===== src/sv/lsq_fifo.sv =====
// Short queue between front and back so each side can stall on its own.
// No dependencies.
`default_nettype none

module lsq_fifo #(
  parameter int WIDTH = 12
) (
  input  wire logic             clk,
  input  wire logic             rst_n,
  input  wire logic             push,
  input  wire logic [WIDTH-1:0] push_data,
  input  wire logic             pop,
  output logic      [WIDTH-1:0] head_data,
  output logic                  not_empty,
  output logic                  full
);

  localparam int DEPTH = 4;
  localparam int PTR_W = 2;
  localparam int CNT_W = 3;

  logic [WIDTH-1:0] mem_r [DEPTH];
  logic [PTR_W-1:0] wr_ptr_r, rd_ptr_r;
  logic [CNT_W-1:0] count_r, count_nxt;

  always_comb begin
    count_nxt = count_r;
    if (push && !pop) begin
      count_nxt = count_r + CNT_W'(1);
    end else if (pop && !push) begin
      count_nxt = count_r - CNT_W'(1);
    end
  end

  always_ff @(posedge clk) begin
    if (!rst_n) begin
      wr_ptr_r <= '0;
      rd_ptr_r <= '0;
      count_r  <= '0;
    end else begin
      if (push) begin
        wr_ptr_r <= wr_ptr_r + PTR_W'(1);
      end
      if (pop) begin
        rd_ptr_r <= rd_ptr_r + PTR_W'(1);
      end
      count_r <= count_nxt;
    end
  end

  always_ff @(posedge clk) begin
    if (push) begin
      mem_r[wr_ptr_r] <= push_data;
    end
  end

  assign head_data = mem_r[rd_ptr_r];
  assign not_empty = (count_r != '0);
  assign full      = (count_r == CNT_W'(DEPTH));

  a_no_overflow: assert property (@(posedge clk) disable iff (!rst_n)
    (full && !pop) |=> (count_r == CNT_W'(DEPTH)))
    else $error("queue count moved past full");

endmodule

`default_nettype wire


===== config.mk =====
export PLATFORM = sky130hd
export DESIGN_NAME = lsq_fifo
export DESIGN_NICKNAME = d
export VERILOG_FILES = /design/src/sv/lsq_fifo.sv
export SDC_FILE = /design/constraint.sdc
export NUM_CORES = 1
export LEC_CHECK = 0
export ABC_CLOCK_PERIOD_IN_PS = 1600
export BUFFER_PORTS_ARGS = -buffer_cell sky130_fd_sc_hd__buf_2
export CELL_PAD_IN_SITES_DETAIL_PLACEMENT = 0
export CELL_PAD_IN_SITES_GLOBAL_PLACEMENT = 1
export CORE_MARGIN = 5
export CORE_UTILIZATION = 43
export CTS_CLUSTER_DIAMETER = 100
export CTS_CLUSTER_SIZE = 20
export DETAILED_ROUTE_END_ITERATION = 16
export GPL_ROUTABILITY_DRIVEN = 0
export PLACE_DENSITY = 0.75
export SYNTH_ARGS = -nofsm -noshare
export SYNTH_HDL_FRONTEND = slang
export SYNTH_SLANG_ARGS = --single-unit

===== constraint.sdc =====
create_clock -name clk -period 1.6 [get_ports clk]
set_input_delay 0.24 -clock clk [delete_from_list [all_inputs] [get_ports clk]]
set_output_delay 0.24 -clock clk [all_outputs]
set_load 0.05 [all_outputs]

==> metrics.md <==
| Metric | Value |
|---|---|
| Row Count | 26 |
| Layout overhead on the synthesized area | 26.9% |
| Overall via count from detail_route | 1093 |
| Number of global-route vias before repair | 1230 |
| Sequence of cells on the critical path | buf_12, mux4_2, buf_6 |
| Slew at the pin closest to its max-slew limit | 645 ps |
| Run status | complete, but fails checks |
| Crit path time final | 1800 ps |
| Routed Antenna Nets | 0 |
| # hold bufs at CTS | 0 |
| Total of max-cap violations | 0 |
| Number of standard cells after synthesis | 105 |
| Slew HR | 0.570 |
| Critical-path cell with the highest stage delay | sky130_fd_sc_hd__mux4_2 |
| DP Wirelength | 2440 um |
| RR Endpoint | count_r[2]$_SDFFE_PN0P_ |
| Final setup margin | -197 ps |
| Aggregate global-route resource usage | 0.142 |
| Data required, critical path | 1360 ps |
| Setup crit end | head_data[5] |
| Post-detailed-routing wire length | 3720 um |
| Library cell occupying the most area in the post-synthesis netlist | sky130_fd_sc_hd__edfxtp_1 |
| Fin. max-slew vios | 0 |
| Endpoints failing hold | 0 |
| Ratio of final minimum period to clock period | 1.12 |
| Max Clk Rate | 557 MHz |
| Later-pin clock latency in the skew report | 330 ps |
| Share of post-route cells with drive strength above 1 | 0.429 |
| Depth of the most critical reg-to-reg path | 4 |
| Critical path peak fanout | 6 |
| Count of input and output buffers | 29 |
| Area of the core region | 5010 um^2 |
| Largest stage delay on the critical path | 530 ps |
| Starting density of the core | 0.436 |
| Post-CTS Setup Repair Bufs | 0 |
| Worst setup slack for register-to-register paths | 90 ps |
| Post-layout instance area | 2770 um^2 |
| Ant diodes | 0 |
| Type of destination of the critical path | output port |
| Leakage power figure | 1.01 nW |
| Most common library cell in the layout ignoring fill and taps | sky130_fd_sc_hd__edfxtp_1 |
| Overall Power | 3.68 mW |
| Clock Tree Root | sky130_fd_sc_hd__clkbuf_8 |
| TritonCTS clock tree | built |
| Die Span X | 81.2 um |
| Unrepaired setup endpoints after global routing | true |
| Worst hold margin | 124 ps |
| Cell area after synthesis | 2180 um^2 |
| Worst Setup Path Type | reg -> out |
| Max IR drop VDD | 731 uV |
| Area after detailed placement | 2470 um^2 |
| Cell depth of the worst setup path | 3 |
| Deepest level of the CTS H-tree | 3 |
| First-pass detailed-route iteration total | 4 |
| Die span in y | 81.2 um |
| Clock tree buffer depth | 2 |
| Number of top-level pins | 30 |
| Final Util | 0.553 |
| Cell family with the largest share of critical-path delay | multiplexers |
| Total Neg Setup Slack | -1970 ps |
| Beginning of the worst register-to-register path | count_r[0]$_SDFFE_PN0P_ |
| Die Outline Area | 6600 um^2 |
| Number of CTS-inserted buffers | 9 |
| Synth Net Count | 127 |
| Register bit count reported by yosys | 57 |
| Sum of overflow across all layers after global routing | 0 |
| Count of unique library cells instantiated by Yosys | 19 |
| Synth Warn # | 0 |
| Number of fill cells in the layout | 418 |
| Power per cell area | 1330 nW/um^2 |
| WL per Instance | 16.5 um |
| Arr. time, crit path | 1560 ps |
| Startpoint Class | flip-flop |
| Final setup skew | 3.02 ps |
| Proportion of netlist area held by the largest area contributor | 0.661 |
| Number of nets at the end of the flow | 173 |
| Top cells by area in the synthesized netlist | sky130_fd_sc_hd__edfxtp_1, sky130_fd_sc_hd__mux4_2, sky130_fd_sc_hd__dfxtp_1 |
| Antenna violations before repair | 0 |
| Pin count of the biggest net entering global routing | 13 |
| Failing checks | negative setup slack |
| CTS clock-pin slew for the worst setup and hold paths | 60 ps |
| Portion of the post-synthesis area used by sequential elements | 0.743 |
| Detailed-route vias per instance | 4.84 |
| Wire length of the first global-routing pass | 6330 um |
| Num Clock Sinks | 57 |
| First DRT Iteration DRCs | 40 |
| Count of endpoints failing setup in the final report | 12 |
| Count of buffering cells on the critical path with inverters included | 2 |
| Leading cell types in the layout, fill and taps excluded | sky130_fd_sc_hd__edfxtp_1, sky130_fd_sc_hd__buf_2, sky130_fd_sc_hd__mux4_2 |
| Hold Path Class | in -> reg |
| Post-detailed-route DRC marker count | 0 |
| Syn avg cell area | 20.8 um^2 |
## synthesized netlist by cell type (all sizes together)
cell type,number
o21ai,1
nand2,1
ha,5
nor2b,2
buf,2
edfxtp,48
inv,4
fa,1
nor3b,1
a21boi,1
or3,2
dfxtp,9
xor2,3
mux4,12
xnor2,2
and2,9
mux2i,2
## power by group
part	leakage (nW)	switching, mW	internal (mW)
Combinational	0.394	0.381	0.267
Sequential	0.516	0.0416	1.70
Clock	0.0953	0.534	0.755
## logic make-up (layout without fill, tap and decap cells)
family | count (synthesis) | count (layout) | synth area share
flops | 57 | 57 | 0.743
simple gates | 15 | 15 | 0.0424
fa+ha+maj | 6 | 6 | 0.0378
compound gates | 2 | 2 | 0.00573
mux | 14 | 14 | 0.136
xor+xnor | 5 | 5 | 0.0201
buf+inv | 6 | 57 | 0.0143
## repair_timing
| item | in CTS | in global routing |
|---|---|---|
| setup endpoints to repair | 12 | 25 |
| gates cloned | 1 | 0 |
| resized for setup | 30 | 2 |
## registers in the layout, indices dropped and copies added, names as in the netlist, named ones only
signal    count
mem_r        48
count_r       3
rd_ptr_r      2
wr_ptr_r      2
## worst min path at each step
| stage | from | to | slack (ps) | depth (start not counted) |
|---|---|---|---|---|
| floorplan | push_data[0] | mem_r[0][0]$_DFFE_PP_ | 340 | 0 |
| global placement | push_data[0] | mem_r[1][0]$_DFFE_PP_ | 450 | 1 |
| detailed placement | push_data[8] | mem_r[1][8]$_DFFE_PP_ | 460 | 1 |
| CTS | push_data[8] | mem_r[3][8]$_DFFE_PP_ | 100 | 1 |
| global route | push_data[8] | mem_r[3][8]$_DFFE_PP_ | 90 | 1 |
| finish | push_data[8] | mem_r[3][8]$_DFFE_PP_ | 120 | 1 |
## metal layers
metal | track usage | share of wire
met5 | 0 | 0
met4 | 0.0608 | 0.010
met1 | 0.158 | 0.43
met3 | 0.0765 | 0.043
met2 | 0.227 | 0.52
## layout make-up
class,count,area (um^2),area share
sequential,57,1630,0.587
tap,70,87.6,0.0316
multi-input combinational,42,528,0.191
timing repair buffer,37,317,0.114
inverter,4,15.0,0.00542
clock inverter,5,55.1,0.0199
clock buffer,11,141,0.0511
## stage by stage
step | worst slack, ps | cells
final | -197 | 226
after global routing | -272 | 226
after CTS | -233 | 226
after detailed placement | -132 | 209
after global placement | -5.84 | 209
after floorplan | 102 | 105
Note: power is estimated with default switching activity, not from simulation.
