===== src/sv/lsq_pkg.sv =====
// Package for the largest ones square finder.
// Holds field widths, reset values and the flag word that travels with each pixel.
// No dependencies.
`default_nettype none

package lsq_pkg;

  localparam int CFG_W  = 10;
  localparam int SIDE_W = 10;
  localparam int AREA_W = 19;

  typedef logic [CFG_W-1:0]  cfg_t;
  typedef logic [SIDE_W-1:0] side_t;
  typedef logic [AREA_W-1:0] area_t;

  localparam cfg_t  ROW_WIDTH_RST = 10'd512;
  localparam side_t SIDE_MAX      = '1;
  localparam logic  PIXEL_SET     = 1'b1;

  // Per-pixel flags passed from the front to the back through the queue
  typedef struct packed {
    logic pixel_bit;
    logic last_of_frame;
    logic first_row;
  } pix_flags_t;

endpackage

`default_nettype wire


===== src/sv/lsq_in_if.sv =====
// Pixel input channel: valid/ready handshake with one pixel and its frame-end flag.
// No dependencies.
`default_nettype none

interface lsq_in_if;
  logic valid;
  logic ready;
  logic pixel_bit;
  logic last_of_frame;

  modport source (output valid, output pixel_bit, output last_of_frame, input ready);
  modport sink   (input valid, input pixel_bit, input last_of_frame, output ready);
endinterface

`default_nettype wire


===== src/sv/lsq_front.sv =====
// Front end: accepts pixels, tracks column and first-row state, tags each word.
// Depends on lsq_pkg and lsq_in_if.
`default_nettype none

module lsq_front #(
  parameter int MAX_WIDTH = 512,
  parameter int COL_W     = 9
) (
  input  wire logic               clk,
  input  wire logic               rst_n,
  lsq_in_if.sink                  in_ch,
  input  wire lsq_pkg::cfg_t      row_width,
  input  wire logic               q_full,
  output logic                    q_push,
  output lsq_pkg::pix_flags_t     q_flags,
  output logic      [COL_W-1:0]   q_col
);
  import lsq_pkg::*;

  localparam int CMP_W = (COL_W + 1 > CFG_W) ? COL_W + 1 : CFG_W;
  localparam logic [CMP_W-1:0] MAXW = CMP_W'(MAX_WIDTH);

  logic [COL_W-1:0] col_r, col_nxt;
  logic             first_r, first_nxt;
  logic [CMP_W-1:0] wide, eff_w, cnt_next;
  logic             row_end;
  logic             accept;

  assign in_ch.ready = !q_full;
  assign accept      = in_ch.valid && in_ch.ready;

  always_comb begin
    wide     = CMP_W'(row_width);
    // zero acts as one, oversize clamps to the buffer length
    if (wide == '0) begin
      eff_w = CMP_W'(1);
    end else if (wide > MAXW) begin
      eff_w = MAXW;
    end else begin
      eff_w = wide;
    end
    cnt_next = CMP_W'(col_r) + CMP_W'(1);
    row_end  = (cnt_next >= eff_w);

    col_nxt   = col_r;
    first_nxt = first_r;
    if (accept) begin
      if (in_ch.last_of_frame) begin
        col_nxt   = '0;
        first_nxt = 1'b1;
      end else if (row_end) begin
        col_nxt   = '0;
        first_nxt = 1'b0;
      end else begin
        col_nxt   = cnt_next[COL_W-1:0];
      end
    end
  end

  always_ff @(posedge clk) begin
    if (!rst_n) begin
      col_r   <= '0;
      first_r <= 1'b1;
    end else begin
      col_r   <= col_nxt;
      first_r <= first_nxt;
    end
  end

  assign q_push                = accept;
  assign q_flags.pixel_bit     = in_ch.pixel_bit;
  assign q_flags.last_of_frame = in_ch.last_of_frame;
  assign q_flags.first_row     = first_r;
  assign q_col                 = col_r;

  a_frame_restart: assert property (@(posedge clk) disable iff (!rst_n)
    (accept && in_ch.last_of_frame) |=> (col_r == '0 && first_r))
    else $error("front did not restart after frame end");

endmodule

`default_nettype wire


===== src/flat_wrapper.sv =====
// flat-port wrapper written by rule: the top's interface ports become plain ports
module lsq_front_flat import lsq_pkg::*;
#(
  parameter int MAX_WIDTH = 512,
  parameter int COL_W     = 9
)
  (clk, rst_n, row_width, q_full, q_push, q_flags, q_col, in_ch_valid, in_ch_pixel_bit, in_ch_last_of_frame, in_ch_ready);
  lsq_in_if in_ch_i ();
  input  wire logic clk;
  input  wire logic rst_n;
  input  wire lsq_pkg::cfg_t row_width;
  input  wire logic q_full;
  output logic q_push;
  output lsq_pkg::pix_flags_t q_flags;
  output logic      [COL_W-1:0] q_col;
  input wire logic [$bits(in_ch_i.valid)-1:0] in_ch_valid;
  input wire logic [$bits(in_ch_i.pixel_bit)-1:0] in_ch_pixel_bit;
  input wire logic [$bits(in_ch_i.last_of_frame)-1:0] in_ch_last_of_frame;
  output wire logic [$bits(in_ch_i.ready)-1:0] in_ch_ready;
  assign in_ch_i.valid = in_ch_valid;
  assign in_ch_i.pixel_bit = in_ch_pixel_bit;
  assign in_ch_i.last_of_frame = in_ch_last_of_frame;
  assign in_ch_ready = in_ch_i.ready;
  lsq_front #(.MAX_WIDTH(MAX_WIDTH), .COL_W(COL_W)) u_core (.clk(clk), .rst_n(rst_n), .in_ch(in_ch_i), .row_width(row_width), .q_full(q_full), .q_push(q_push), .q_flags(q_flags), .q_col(q_col));
endmodule

===== config.mk =====
export PLATFORM = sky130hd
export DESIGN_NAME = lsq_front_flat
export DESIGN_NICKNAME = d
export VERILOG_FILES = /design/src/sv/lsq_pkg.sv /design/src/sv/lsq_in_if.sv /design/src/sv/lsq_front.sv /design/src/flat_wrapper.sv
export SDC_FILE = /design/constraint.sdc
export NUM_CORES = 1
export LEC_CHECK = 0
export BUFFER_PORTS_ARGS = -buffer_cell sky130_fd_sc_hd__buf_2
export CORE_MARGIN = 2
export CORE_UTILIZATION = 40
export CTS_BUF_LIST = sky130_fd_sc_hd__clkbuf_4 sky130_fd_sc_hd__clkbuf_8
export CTS_CLUSTER_DIAMETER = 150
export DETAILED_ROUTE_END_ITERATION = 16
export PLACE_DENSITY = 0.74
export SLEW_MARGIN = 20
export SYNTH_ARGS = -nofsm -noshare
export SYNTH_HDL_FRONTEND = slang
export SYNTH_SLANG_ARGS = --single-unit

===== constraint.sdc =====
create_clock -name clk -period 2.58 [get_ports clk]
set_clock_uncertainty 0.2 [all_clocks]
set_input_delay 0.387 -clock clk [delete_from_list [all_inputs] [get_ports clk]]
set_output_delay 0.387 -clock clk [all_outputs]
set_load 0.01 [all_outputs]

==> metrics.md <==
| Metric | Value |
|---|---|
| Status | `finished clean` |
| WP data arrival | `2.52 ns` |
| Number of buffers on the longest clock path | `2` |
| Clock buffer count from CTS | `3` |
| Netlist Area Pre-Place | `893 um2` |
| Ys Warns | `0` |
| CTS tree | `yes` |
| Final hold violation count | `0` |
| Starting Density | `0.412` |
| Via/cell ratio | `5.47` |
| Peak VDD IR | `205 uV` |
| Hold Path Class | `in2reg` |
| Grt total ovfl | `0` |
| Mapped Cells | `113` |
| Root Buffer | `clkbuf_4` |
| Vias in the first global route | `910` |
| Leak Pwr | `0.563 nW` |
| Die Wd | `51.3 um` |
| WL/cell | `15.0 um` |
| Setup-failing EPs final | `0` |
| Critical Path Sink Type | `flip-flop` |
| Final antenna-violating net count | `0` |
| Final Cycle Share | `0.985` |
| Total Power | `0.000335 W` |
| Die Y | `51.3 um` |
| IO Pins | `30` |
| Critical path type | `reg2reg` |
| Largest net degree at the start of global routing | `15` |
| WHS | `0.192 ns` |
| DR vias | `946` |
| Global-route wire length before repair | `3.93 mm` |
| Fin. max-slew vios | `0` |
| Fin nets | `174` |
| Clock network fraction of total power | `0.325` |
| MaxCap Viol Count | `0` |
| Die Footprint | `0.00263 mm2` |
| Max Fclk | `0.393 GHz` |
| Clk slew on worst S/H paths | `0.06 ns` |
| Internal power | `0.000238 W` |
| FILL cells | `213` |
| Drt drc | `0` |
| Syn avg cell area | `7.91 um2` |
| Minimum clock period | `2.54 ns` |
| Most frequent cells in the layout | `27 x buf_2, 19 x nand2_1, 9 x ha_1` |
| Required time of the critical path | `2.56 ns` |
| Dpl hpwl | `1.87 mm` |
| Final WL | `2.59 mm` |
| CTS Sinks | `10` |
| Rows | `17` |
| Max FO, Critical Path | `8` |
| Switching Share | `0.289` |
| Core Region | `0.00217 mm2` |
| Share of layout cells above drive strength 1 | `0.428` |
| Flop pwr share | `0.467` |
| GR Util All Layers | `0.205` |
| Drt first pass iters | `4` |
| Commonest non-fill, non-tap cell in the layout | `buf_2` |
| GPL Wtd Cong | `0.874` |
| Final Util | `0.560` |
| IO Port Bufs | `27` |
| Antenna fix cells | `0` |
| Comb power frac | `0.209` |
| Initial antenna violation count | `0` |
| Register area share after synthesis | `0.224` |
| # hold bufs at CTS | `0` |
| Seq cells post-synth | `10` |
| Post-synth cell types | `35` |
| Slew Limit Headroom | `0.675` |
| CP startpoint kind | `flip-flop` |
| Worst-Margin Slew | `0.487 ns` |
| PD cells | `276 mW/mm2` |
| DR iter-0 viols | `21` |
| # H-tree levels | `1` |
| Post-synth net total | `140` |
| Later-pin clock latency in the skew report | `0.27 ns` |
| P_sw | `0.0000969 W` |
| P&R area growth vs syn | `36.0%` |
state kept, by name (all words and copies together), names as in the netlist:
register,flops
u_core.q_col,9
u_core.first_r,1
routing by layer:
layer / global-route usage / wire (um)
met1: 0.229 / 953
met2: 0.377 / 1460
met3: 0.0526 / 142
met4: 0.0614 / 36
met5: 0 / 0
final timing paths:
| path | slack, ns | end | from | cells past startpoint |
|---|---|---|---|---|
| worst max-delay path | 0.04 | u_core.q_col[6] | u_core.q_col[2] | 11 |
| worst min-delay path | 0.19 | u_core.first_r | in_ch_last_of_frame | 3 |
| worst max register to register | 0.04 | u_core.q_col[6] | u_core.q_col[2] | 11 |
| worst min register to register | 0.30 | u_core.first_r | u_core.first_r | 2 |
final cells by class:
| type | count | area [um2] | area share |
|---|---|---|---|
| sequential | 10 | 209 | 0.172 |
| multi-input combinational | 88 | 719 | 0.592 |
| tap | 28 | 35.0 | 0.0288 |
| clock buffer | 3 | 22.5 | 0.0185 |
| timing repair buffer | 35 | 195 | 0.161 |
| inverter | 9 | 33.8 | 0.0278 |
stage by stage:
step                setup TNS (ns)  area, um2  setup WS [ns]  cells
floorplan                        0        897         0.0103    113
finish                           0       1210         0.0385    173
global route                -0.143       1210        -0.0563    173
detailed placement         -0.0609       1090        -0.0457    169
global placement                 0       1090         0.0280    169
CTS                              0       1120        0.00244    172
power by group through the flow:
stage / registers (W) / clock network, W / logic, W
6_report: 0.000156 / 0.000109 / 0.0000699
5_1_grt: 0.000156 / 0.000124 / 0.0000774
4_1_cts: 0.000157 / 0.000110 / 0.0000652
3_5_place_dp: 0.000161 / 0 / 0.0000634
3_3_place_gp: 0.000160 / 0 / 0.0000610
2_1_floorplan: 0.000162 / 0 / 0.0000393
logic make-up (layout without fill, tap and decap cells):
| logic type | Yosys count | after routing | share of synthesized area |
|---|---|---|---|
| buffers and inverters | 15 | 47 | 0.0756 |
| xor gates and xnor gates | 7 | 7 | 0.0686 |
| adders and majority gates | 11 | 11 | 0.154 |
| and+or+nand+nor | 50 | 50 | 0.303 |
| DFF | 10 | 10 | 0.224 |
| AOI/OAI and AO/OA | 20 | 20 | 0.175 |
synthesized netlist by cell type:
library cell  count  area share
nand2_1          19       0.080
ha_1             11        0.15
nand3_1          11       0.062
dfxtp_1          10        0.22
inv_1             8       0.034
a21boi_0          5       0.042
xnor2_1           5       0.049
a21oi_1           3       0.017
buf_4             3       0.025
clkbuf_1          3       0.013
nand4_1           3       0.021
nor2_1            3       0.013
o31ai_1           3       0.025
nor3_1            2       0.011
nor4_1            2       0.014
o211ai_1          2       0.017
xor2_1            2       0.020
a211o_1           1      0.0098
a211oi_1          1      0.0084
a31oi_4           1       0.024
a41o_1            1       0.011
and2_0            1      0.0070
and3_4            1       0.013
and4_1            1      0.0098
clkinv_1          1      0.0042
nand2_2           1      0.0070
nand2b_1          1      0.0070
nand3_4           1       0.020
nor2_4            1       0.013
nor2b_1           1      0.0070
nor3_2            1       0.011
nor3b_1           1      0.0084
o2111ai_1         1      0.0098
o21ai_0           1      0.0056
o21ai_1           1      0.0056
repair_timing:
item / 4_1_cts / 5_1_grt
setup buffers: 0 / 1
gates resized for setup: 5 / 19
cloned: 0 / 0
pin swaps: 3 / 7
endpoints found under the setup margin: 5 / 10
critical path: stages, from the launching register on:
cell and delay [ns]:
dfxtp_4 0.37, and3_4 0.21, nand3_4 0.11, nor2_4 0.11, xnor2_2 0.14, inv_2 0.08, ha_4 0.25, a211oi_2 0.21
o21ai_1 0.11, a31oi_4 0.27, nand2_2 0.14, o31ai_2 0.25
Note: power is estimated with default switching activity, not from simulation.
